--- src/rtl/ade_pkg.sv ---
// Shared types and constants of the deque engine.
`timescale 1ns / 1ps
`default_nettype none
package ade_pkg;

	localparam int DATA_W   = 32;
	localparam int FUNC_W   = 3;
	localparam int STATUS_W = 2;
	localparam int COUNT_W  = 8;

	// request codes
	localparam logic [FUNC_W-1:0] FN_PUSH_FRONT = 3'd0;
	localparam logic [FUNC_W-1:0] FN_PUSH_BACK  = 3'd1;
	localparam logic [FUNC_W-1:0] FN_POP_FRONT  = 3'd2;
	localparam logic [FUNC_W-1:0] FN_POP_BACK   = 3'd3;
	localparam logic [FUNC_W-1:0] FN_NOP        = 3'd4;

	// result status codes
	localparam logic [STATUS_W-1:0] STAT_OK        = 2'd0;
	localparam logic [STATUS_W-1:0] STAT_OVERFLOW  = 2'd1;
	localparam logic [STATUS_W-1:0] STAT_NOFRONT   = 2'd2;
	localparam logic [STATUS_W-1:0] STAT_UNDERFLOW = 2'd3;

	// controller to datapath commands
	typedef struct packed {
		logic load;  // capture the accepted request
		logic exec;  // update indices, write or read the store
		logic resp;  // fold read data into caches, load result register
	} ade_cmd_t;

endpackage
`default_nettype wire

--- src/rtl/ade_ctrl.sv ---
// Sequencing state machine of the deque engine.
`timescale 1ns / 1ps
`default_nettype none
module ade_ctrl
	import ade_pkg::*;
(
	input  wire logic clk,
	input  wire logic arst_n,
	input  wire logic req_valid,
	output logic      req_ready,
	output logic      rsp_valid,
	input  wire logic rsp_ready,
	output ade_cmd_t  cmd
);

	localparam logic [1:0] S_IDLE = 2'd0;
	localparam logic [1:0] S_EXEC = 2'd1;
	localparam logic [1:0] S_RESP = 2'd2;

	logic [1:0] state_q;
	logic [1:0] state_nx;
	logic       rsp_valid_q;
	logic       slot_free;

	assign slot_free = !rsp_valid_q || rsp_ready;
	assign req_ready = (state_q == S_IDLE);
	assign rsp_valid = rsp_valid_q;

	always_comb begin
		cmd.load = (state_q == S_IDLE) && req_valid;
		cmd.exec = (state_q == S_EXEC);
		cmd.resp = (state_q == S_RESP) && slot_free;
	end

	always_comb begin
		state_nx = state_q;
		case (state_q)
			S_IDLE: begin
				if (req_valid) state_nx = S_EXEC;
			end
			S_EXEC: state_nx = S_RESP;
			S_RESP: begin
				if (slot_free) state_nx = S_IDLE;
			end
			default: state_nx = S_IDLE;
		endcase
	end

	always_ff @(posedge clk or negedge arst_n) begin
		if (!arst_n) begin
			state_q     <= S_IDLE;
			rsp_valid_q <= 1'b0;
		end else begin
			state_q <= state_nx;
			if (cmd.resp) rsp_valid_q <= 1'b1;
			else if (rsp_ready) rsp_valid_q <= 1'b0;
		end
	end

endmodule
`default_nettype wire

--- config.mk ---
export PLATFORM = sky130hd
export DESIGN_NAME = ade_ctrl
export DESIGN_NICKNAME = d
export VERILOG_FILES = /design/src/rtl/ade_pkg.sv /design/src/rtl/ade_ctrl.sv
export SDC_FILE = /design/constraint.sdc
export NUM_CORES = 1
export LEC_CHECK = 0
export ABC_AREA = 1
export CAP_MARGIN = 15
export CORE_AREA = 2 2 39 41
export CTS_CLUSTER_DIAMETER = 200
export DETAILED_ROUTE_END_ITERATION = 6
export DIE_AREA = 0 0 41 43
export DONT_BUFFER_PORTS = 1
export GPL_ROUTABILITY_DRIVEN = 0
export PLACE_DENSITY_LB_ADDON = 0.12
export SETUP_SLACK_MARGIN = 0.3
export SLEW_MARGIN = 20
export SYNTH_ARGS = -nofsm -noshare
export SYNTH_HDL_FRONTEND = slang
export SYNTH_SLANG_ARGS = --single-unit
--- constraint.sdc ---
create_clock -name clk -period 2.3 [get_ports clk]
set_input_delay 0.115 -clock clk [delete_from_list [all_inputs] [get_ports clk]]
set_output_delay 0.115 -clock clk [all_outputs]
set_load 0.02 [all_outputs]
# [Word level (Yosys, flattened, before mapping)]
# Cells that the tools add are included.
# W data, S select, Z words.
[classes] eq_ne=4 mux=5 n_reduce_logical=7
[op_table] cell="$pmux W2 S3" count=1
[op_table] cell="$mux W2" count=2
[op_table] cell="$ne A2 B2 Y1 const B" count=2
[op_table] cell="$eq A2 B1 Y1 const B" count=1
[op_table] cell="$eq A2 B2 Y1 const B" count=1
[op_table] cell="$logic_and A1 B1 Y1" count=2
[op_table] cell="$logic_not A2 Y1" count=1
[op_table] cell="$mux W1" count=2
[op_table] cell="$reduce_and A2 Y1" count=1
[op_table] cell="$reduce_bool A2 Y1" count=1
[op_table] cell="$logic_not A1 Y1" count=1
[op_table] cell="$logic_or A1 B1 Y1" count=1
[word_totals] register_bits=3 elab_cells=18

# [Depth between registers and ports, before layout]
# Gate-level depths: netlist of run 1.
[logic_depth] word_depth=4 mapped_depth=4

# [Worst setup path before layout of run 1]
# OpenSTA, ideal clock, no wires.
[synth_timing] kind="register -> output" startpoint="reg state_q[1]" endpoint="out cmd[2] (netlist name)" arrival_ps=967 t_required_ps=2185 setup_slack_ps=1218 stages_incl_launch_ff=2 n_path_buf=0 path_cell_list="dfrtp_1 nor3b_1"
[synth_lines] item="from (decl)" line="ade_ctrl.sv:20" rtl="logic [1:0] state_q;"
[synth_lines] item="from (signal assigned)" line="ade_ctrl.sv:54" rtl="state_q <= state_nx;"
[synth_lines] item="to (decl)" line="ade_ctrl.sv:13" rtl="output ade_cmd_t cmd"

==> results of run 1 <==
[layer usage]
layer	GRT usage (%)	up-vias	share of wire (%)
met3	6.283	2	13
met5	0	-	0
met4	8.000	0	2.7
li1	-	65	-
met2	5.000	9	39
met1	5.806	54	44
[worst max-delay path by stage]
stage | from | endpoint
after CTS | state_q[1]$_DFFE_PN0P_ | cmd[2]
final | state_q[1]$_DFFE_PN0P_ | cmd[2]
after global placement | state_q[1]$_DFFE_PN0P_ | cmd[2]
after detailed placement | state_q[1]$_DFFE_PN0P_ | cmd[2]
after global routing | state_q[1]$_DFFE_PN0P_ | cmd[2]
after floorplan | state_q[1]$_DFFE_PN0P_ | cmd[2]
[synth_stat cells]
| library cell | count |
|---|---|
| inv_1 | 3 |
| dfrtp_1 | 3 |
| nor2_1 | 4 |
| inv_2 | 1 |
| nor2_2 | 1 |
| nor3b_1 | 2 |
| nand2_1 | 3 |
| o21ai_0 | 1 |
[sequential cells by signal, summed over array words and instances (netlist names)]
register and cells:
rsp_valid 1, state_q 2
[logic make-up (layout without fill, tap and decap cells)]
kind of cell,after synthesis,in the layout,share of synthesized area (%)
compound gates,1,1,3.505
buf+inv,4,10,10.52
flops,3,3,52.63
simple gates,10,10,33.33
[area by class of cell]
type	count	area, µm²	share of cell area, %
multi-input cells	11	52.55	25.15
well taps	16	20.02	9.581
inverters	4	15.01	7.186
clock buffers	4	26.28	12.57
repair buffers	2	20.02	9.581
flip-flops and latches	3	75.07	35.93
[metrics by stage]
step           utilization [%]  total power [µW]  std cells
3_3_place_gp             11.75             170.4         34
3_5_place_dp             11.75             170.0         34
2_1_floorplan                -             157.1         18
6_report                 15.10             264.1         40
5_1_grt                  15.10             292.0         40
4_1_cts                  15.10             271.8         40
[power breakdown]
group	total, µW	internal (µW)	switching (µW)
registers	98.3	69.8	28.5
logic	73.4	18.6	54.8
clock network	92.4	65.0	27.4
==> results.sh, run 1 <==
export IMPL_nFillCells=160
export IMPL_outcome="finished, final reports clean"
export IMPL_fin_nets=29
export IMPL_finalSetupViolCount=0
export IMPL_slew_headroom_pct=54.72
export IMPL_syn2layout_area_growth_pct=46.49
export IMPL_wl_per_cell_um=9.225
export IMPL_pin_count=9
export IMPL_critPathLaunchType="register"
export IMPL_finalCritPeriodShare_pct=59.80
export IMPL_synthCells=18
export IMPL_yosys_area_top_type_share_pct=52.63
export IMPL_dp_hpwl_um=278.3
export IMPL_syn_area_per_cell_um2=7.924
export IMPL_core_area_um2=1384
export IMPL_finalHoldViolations=0
export IMPL_die_height_um=43
export IMPL_cp_top_family="simple AND/OR/NAND/NOR gates"
export IMPL_holdBufCountCts=2
export IMPL_insertion_delay_ns=0.23
export IMPL_crit_path_cell_trace="nor3b_1"
export IMPL_fmax_mhz=727.0
export IMPL_finalWirelength_um=369
export IMPL_holdPathEnd="state_q[0]$_DFFE_PN0P_"
export IMPL_setup_tns_ns=0
export IMPL_worstPathArrival_ns=1.26
export IMPL_peakVddDrop_v=0.0004208
export IMPL_end_kind="output pin"
export IMPL_drt_pass1_iter_count=1
export IMPL_powerDensity_nw_per_um2=1264
export IMPL_reg2reg_depth=4
export IMPL_synth_nets=22
export IMPL_maxCapViolations=0
export IMPL_die_width_um=41
export IMPL_design_die_area_um2=1763
export IMPL_h_tree_depth=1
export IMPL_crit_type="reg -> out"
export IMPL_grt_first_pass_wirelength_um=524
export IMPL_drive_above_1_share_pct=20.83
export IMPL_cts_max_path_buffers=2
export IMPL_max_stage_delay_ns=0.60
export IMPL_min_path_type="in -> reg"
export IMPL_layout_setup_ws_ns=0.9245
export IMPL_ctsRootBufferMaster="clkbuf_4"
export IMPL_layout_commonest_cell="nor2_1"
export IMPL_antenna_left=0
export IMPL_placed_area_um2=162.7
export IMPL_cts_resized=0
export IMPL_r2r_start="state_q[0]$_DFFE_PN0P_"
export IMPL_fin_hold_ws_ns=0.03893
export IMPL_drt_iter0_drc=0
export IMPL_yosysSeqAreaShare_pct=52.63
export IMPL_overflow=0
export IMPL_crit_required_ns=2.18
export IMPL_port_buffers=0
export IMPL_post_place_ws_ns=1.171
export IMPL_rsz0062_at_grt="no"
export IMPL_hp_start="req_valid"
export IMPL_cts_buffers=3
export IMPL_num_antenna_cells=0
export IMPL_p_leak_uw=0.00009669
export IMPL_rows=14
export IMPL_yosys_register_bits=3
export IMPL_grt_pass1_vias=130
export IMPL_design_area_um2=209.0
export IMPL_postCtsSetupBuffers=0
export IMPL_start_util_pct=10.31
export IMPL_timing_final_crit_period_ns=1.375
export IMPL_ys_types=8
export IMPL_grt_start_max_net_pins=7
export IMPL_reg2reg_slack_ns=1.38
export IMPL_worstMarginPinSlew_ns=0.6778
export IMPL_synthTopCellsByArea="dfrtp_1 (53%), nor2_1 (11%), nor3b_1 (11%), inv_1 (7.9%), nand2_1 (7.9%)"
export IMPL_synth_area_um2=142.6
export IMPL_vias_per_cell=3.250
export IMPL_drc=0
export IMPL_path_clk_slew_ns=0.03
export IMPL_hold_depth=1
export IMPL_critPathMaxFanout=6
export IMPL_yosysWarningCount=0
export IMPL_vias=130
export IMPL_slew_violations=0
export IMPL_skew_ns=0.001285
export IMPL_clock_sinks=3
export IMPL_synth_top_area_cell="dfrtp_1"
export IMPL_mostFrequentLayoutCells="nor2_1 (4), nand2_1 (3), inv_1 (3), clkbuf_4 (3), dfrtp_1 (3)"
export IMPL_grt_util_all_layers_pct=5.829
export IMPL_cts_tree="yes"
export IMPL_cp_depth=1
export IMPL_r2r_end="state_q[1]$_DFFE_PN0P_"
export IMPL_antenna_found_initial=0
export IMPL_cp_num_buf_inv=0
export IMPL_cpMaxStageDelayCell="nor3b_1"
Note: power is estimated with default switching activity, not from simulation.
==> run 2, diff against run 1 <==
==> constraint.sdc (replaced) <==
create_clock -name clk -period 1.2 [get_ports clk]
set_input_delay 0.06 -clock clk [delete_from_list [all_inputs] [get_ports clk]]
set_output_delay 0.06 -clock clk [all_outputs]
set_load 0.02 [all_outputs]
==> run 2 against run 1 <==
Compared with the run above: clock skew grew 0.00053 ns; via count grew 5.4%; sequential power grew 94%; first-iteration DRC count grew 2; register-to-register slack lost 0.99 ns; total power grew 130%; setup slack lost 0.78 ns; final cell count grew 7.5%; hold slack lost 0.022 ns; combinational power grew to 3.1 times the previous value; largest power group is now combinational cells.
==> results.sh, run 2 (synthesis results as in run 1) <==
export IMPL_finalWirelength_um=410
export IMPL_combinationalPowerShare_pct=37.9
export IMPL_slew_headroom_pct=81.17
export IMPL_area_sequential_um2=77.57
export IMPL_grt_start_max_net_pins=7
export IMPL_antenna_found_initial=0
export IMPL_finalHoldViolations=0
export IMPL_wl_per_cell_um=9.535
export IMPL_fmax_mhz=947.3
export IMPL_critPathMaxFanout=6
export IMPL_cp_num_buf_inv=0
export IMPL_die_height_um=43
export IMPL_crit_type="reg -> out"
export IMPL_postCtsSetupBuffers=0
export IMPL_maxCapViolations=0
export IMPL_drt_pass1_iter_count=2
export IMPL_grt_pass1_vias=171
export IMPL_max_stage_delay_ns=0.46
export IMPL_p_sw_uw=245.4
export IMPL_top_register="state_q"
export IMPL_grt_first_pass_wirelength_um=690
export IMPL_port_buffers=0
export IMPL_multi_input_area_um2=76.32
export IMPL_finalSetupViolCount=0
export IMPL_rows=14
export IMPL_p_sw_share_pct=41.24
export IMPL_vias_per_cell=3.186
export IMPL_critPathLaunchType="register"
export IMPL_power_internal_uw=349.7
export IMPL_num_antenna_cells=0
export IMPL_cp_top_family="flip-flops"
export IMPL_p_leak_uw=0.0001146
export IMPL_crit_path_cell_trace="nor3b_4"
export IMPL_cts_tree="yes"
export IMPL_timing_final_crit_period_ns=1.056
export IMPL_end_kind="output pin"
export IMPL_setup_tns_ns=0
export IMPL_use_met1_pct=5.825
export IMPL_crit_required_ns=1.14
export IMPL_power_share_clock_pct=30.0
export IMPL_drive_above_1_share_pct=48.15
export IMPL_design_die_area_um2=1763
export IMPL_slew_violations=0
export IMPL_dp_hpwl_um=269
export IMPL_outcome="finished, final reports clean"
export IMPL_grt_busiest_layer="met4"
export IMPL_antenna_left=0
export IMPL_cts_buffers=3
export IMPL_cpMaxStageDelayCell="dfrtp_2"
export IMPL_met2_usage_pct=7.813
export IMPL_worstPathArrival_ns=1.00
export IMPL_met3_usage_pct=4.188
export IMPL_min_path_type="in -> reg"
export IMPL_insertion_delay_ns=0.23
export IMPL_fin_nets=32
export IMPL_post_route_util_pct=19.08
export IMPL_largest_reg_flops=2
export IMPL_drt_iter0_drc=2
export IMPL_grt_util_all_layers_pct=6.942
export IMPL_powerDensity_nw_per_um2=2254
export IMPL_ctsRootBufferMaster="clkbuf_4"
export IMPL_start_util_pct=10.31
export IMPL_worstMarginPinSlew_ns=0.2821
export IMPL_overflow=0
export IMPL_drc=0
export IMPL_finalCritPeriodShare_pct=87.97
export IMPL_h_tree_depth=1
export IMPL_skew_ns=0.001820
export IMPL_nFillCells=164
export IMPL_vias=137
export IMPL_seqPwrFrac_pct=32.1
export IMPL_syn2layout_area_growth_pct=85.09
export IMPL_rsz0062_at_grt="yes"
export IMPL_pin_count=9
export IMPL_die_width_um=41
export IMPL_clock_sinks=3
export IMPL_peakVddDrop_v=0.0003773
export IMPL_path_clk_slew_ns=0.04
export IMPL_mostFrequentLayoutCells="inv_1 (3), clkbuf_4 (3), dlygate4sd3_1 (3)"
export IMPL_cts_max_path_buffers=2
export IMPL_core_area_um2=1384
-- run 2: power by group through the flow --
stage,logic (µW),clock network [µW],registers [µW]
after detailed placement,193,0,177
after floorplan,127,0,185
final,225,179,191
after global placement,194,0,176
after global routing,246,209,196
after CTS,230,191,190
-- run 2: area by class of cell --
type	count	area share, %
sequential	3	29.38
multi-input combinational	11	28.91
timing repair buffer	5	18.48
clock buffer	4	9.953
tap	16	7.583
inverter	4	5.687
-- run 2: stage by stage --
step / setup slack, ns / area, µm² / total power, µW / cells / hold WS [ns]
2_1_floorplan: 0.3439 / 150.1 / 311.6 / 18 / -0.2356
3_5_place_dp: 0.3049 / 185.2 / 369.9 / 36 / -0.2355
4_1_cts: 0.1267 / 264.0 / 610.6 / 43 / 0.006848
5_1_grt: 0.08197 / 264.0 / 650.5 / 43 / 0.01060
3_3_place_gp: 0.2975 / 185.2 / 370.9 / 36 / -0.2355
6_report: 0.1444 / 264.0 / 595.1 / 43 / 0.01661
-- run 2: repair_timing --
| action | in CTS | in global routing |
|---|---|---|
| pin swaps | 3 | 0 |
| hold buffers | 3 | 0 |
| resized for setup | 7 | 0 |
| setup endpoints to repair | 4 | 4 |
| endpoints found under the hold margin | 5 | 0 |
-- run 2: path summary, 6_finish.rpt --
path	start	end	slack [ns]	depth (start not counted)
min in group asynchronous	arst_n	rsp_valid$_DFFE_PN0P_	0.08	1
max in group asynchronous	arst_n	state_q[0]$_DFFE_PN0P_	0.96	1
worst max register to register	rsp_valid$_DFFE_PN0P_	state_q[1]$_DFFE_PN0P_	0.39	4
worst max-delay path	state_q[1]$_DFFE_PN0P_	cmd[2]	0.14	1
worst min-delay path	rsp_ready	state_q[1]$_DFFE_PN0P_	0.02	3
worst min register to register	state_q[0]$_DFFE_PN0P_	state_q[0]$_DFFE_PN0P_	0.53	1
-- run 2: metal layers --
layer | vias to the layer above | share of wire, %
met5 | - | 0
met4 | 0 | 0
met3 | 0 | 8.0
met2 | 4 | 53
met1 | 62 | 38
li1 | 71 | -
==> run 3, diff against run 2 <==
--- a/config.mk
+++ b/config.mk
@@ -8,11 +8,13 @@
 export ABC_AREA = 1
 export CAP_MARGIN = 15
 export CORE_AREA = 2 2 39 41
+export CTS_BUF_LIST = sky130_fd_sc_hd__clkbuf_2 sky130_fd_sc_hd__clkbuf_4 sky130_fd_sc_hd__clkbuf_8
 export CTS_CLUSTER_DIAMETER = 200
 export DETAILED_ROUTE_END_ITERATION = 6
 export DIE_AREA = 0 0 41 43
 export DONT_BUFFER_PORTS = 1
 export GPL_ROUTABILITY_DRIVEN = 0
+export HOLD_SLACK_MARGIN = 0.08
 export PLACE_DENSITY_LB_ADDON = 0.12
 export SETUP_SLACK_MARGIN = 0.3
 export SLEW_MARGIN = 20
==> run 3 against run 2 <==
Compared with the run above: global-route usage is 0.10 points lower; sequential power hardly changed; highest routed layer unchanged; register-to-register slack hardly changed; largest cell class unchanged; sequential cell count stayed put; via count is 1.5% higher; critical path depth is 2 higher.
==> results.sh, run 3 (synthesis results as in run 1) <==
export IMPL_outcome="finished, final reports clean"
export IMPL_worstPathArrival_ns=1.00
export IMPL_vias=139
export IMPL_met3_usage_pct=4.188
export IMPL_critPathLaunchType="register"
export IMPL_cts_max_path_buffers=2
export IMPL_postCtsSetupBuffers=0
export IMPL_start_util_pct=10.31
export IMPL_pin_count=9
export IMPL_mostFrequentLayoutCells="clkbuf_4 (4), dlygate4sd3_1 (4), inv_1 (3)"
export IMPL_syn2layout_area_growth_pct=94.74
export IMPL_layout_setup_ws_ns=0.1441
export IMPL_drive_above_1_share_pct=50.00
export IMPL_fmax_mhz=947.1
export IMPL_grt_busiest_layer="met4"
export IMPL_drt_iter0_drc=1
export IMPL_top_register="state_q"
export IMPL_end_kind="output pin"
export IMPL_drt_pass1_iter_count=2
export IMPL_path_clk_slew_ns=0.04
export IMPL_rsz0062_at_grt="yes"
export IMPL_min_path_type="in -> out"
export IMPL_finalHoldViolations=0
export IMPL_insertion_delay_ns=0.23
export IMPL_num_antenna_cells=0
export IMPL_grt_start_max_net_pins=7
export IMPL_peakVddDrop_v=0.0003772
export IMPL_skew_ns=0.002015
export IMPL_die_height_um=43
export IMPL_antenna_found_initial=0
export IMPL_vias_per_cell=3.159
export IMPL_overflow=0
export IMPL_timing_final_crit_period_ns=1.056
export IMPL_port_buffers=0
export IMPL_finalWirelength_um=403
export IMPL_use_met1_pct=5.825
export IMPL_grt_pass1_vias=171
export IMPL_dp_hpwl_um=269
export IMPL_cts_tree="yes"
export IMPL_core_area_um2=1384
export IMPL_powerDensity_nw_per_um2=2234
export IMPL_rows=14
export IMPL_finalSetupViolCount=0
export IMPL_design_die_area_um2=1763
export IMPL_ctsRootBufferMaster="clkbuf_4"
export IMPL_antenna_left=0
export IMPL_clock_sinks=3
export IMPL_fin_nets=33
export IMPL_crit_type="reg -> out"
export IMPL_critPathMaxFanout=5
export IMPL_grt_first_pass_wirelength_um=683
export IMPL_finalCritPeriodShare_pct=87.99
export IMPL_post_place_ws_ns=0.3049
export IMPL_worstMarginPinSlew_ns=0.2821
export IMPL_setup_tns_ns=0
export IMPL_met2_usage_pct=7.500
export IMPL_slew_headroom_pct=81.17
export IMPL_crit_required_ns=1.14
export IMPL_p_leak_uw=0.0001222
export IMPL_h_tree_depth=1
export IMPL_largest_reg_flops=2
export IMPL_drc=0
export IMPL_wl_per_cell_um=9.159
export IMPL_cts_buffers=3
export IMPL_maxCapViolations=0
export IMPL_grt_util_all_layers_pct=6.841
export IMPL_nFillCells=161
export IMPL_slew_violations=0
export IMPL_die_width_um=41
## run 3: cell count changes in the layout (fill, tap and decap cells not counted)
| cell | previous run | this run |
|---|---|---|
| clkbuf_1 | 1 | 0 |
| clkbuf_4 | 3 | 4 |
| dlygate4sd3_1 | 3 | 4 |
## run 3: worst paths after layout
| path | from | endpoint | slack, ns | depth (start not counted) |
|---|---|---|---|---|
| max | state_q[0]$_DFFE_PN0P_ | cmd[1] | 0.14 | 3 |
| min | req_valid | cmd[2] | 0.27 | 1 |
| max reg2reg | rsp_valid$_DFFE_PN0P_ | state_q[1]$_DFFE_PN0P_ | 0.39 | 4 |
| min reg2reg | state_q[0]$_DFFE_PN0P_ | state_q[0]$_DFFE_PN0P_ | 0.54 | 1 |
| max in group asynchronous | arst_n | state_q[0]$_DFFE_PN0P_ | 0.42 | 2 |
| min in group asynchronous | arst_n | rsp_valid$_DFFE_PN0P_ | 0.62 | 2 |
## run 3: worst max-delay path: stages, from the launching register on
cell     delay [ns]
dfrtp_2        0.43
inv_2          0.06
nor2_2         0.14
buf_6          0.13
## run 3: cell type report
| cell class | count | area (µm²) | share of cell area, % |
|---|---|---|---|
| timing repair buffer | 6 | 58.81 | 21.17 |
| multi-input combinational | 11 | 76.32 | 27.48 |
| tap | 16 | 20.02 | 7.207 |
| inverter | 4 | 15.01 | 5.405 |
| clock buffer | 4 | 30.03 | 10.81 |
| sequential | 3 | 77.57 | 27.93 |
## run 3: timing repair
item,4_1_cts,5_1_grt
gates resized for setup,7,0
pin swaps,3,0
hold endpoints to repair,6,0
hold buffers,4,0
setup endpoints to repair,4,4
## run 3: through the flow
step,util (%),hold WS [ns],total power (µW),instance area [µm²],instances
2_1_floorplan,-,-0.2356,311.6,150.1,18
3_3_place_gp,13.38,-0.2355,370.9,185.2,36
3_5_place_dp,13.38,-0.2355,369.9,185.2,36
4_1_cts,20.07,0.2741,636.4,277.8,44
5_1_grt,20.07,0.2766,676.1,277.8,44
6_report,20.07,0.2729,620.6,277.8,44
## run 3: metal layers
layer / wire (µm) / part of all wire [%] / vias up
met1: 166 / 41 / 62
met5: 0 / 0 / -
met4: 0 / 0 / 0
met2: 205 / 51 / 4
li1: - / - / 73
met3: 31 / 7.7 / 0
## run 3: power by group
group          internal (µW)  switching (µW)
registers                137            53.8
clock network            147            54.0
logic                   89.6             138
total                    374             246
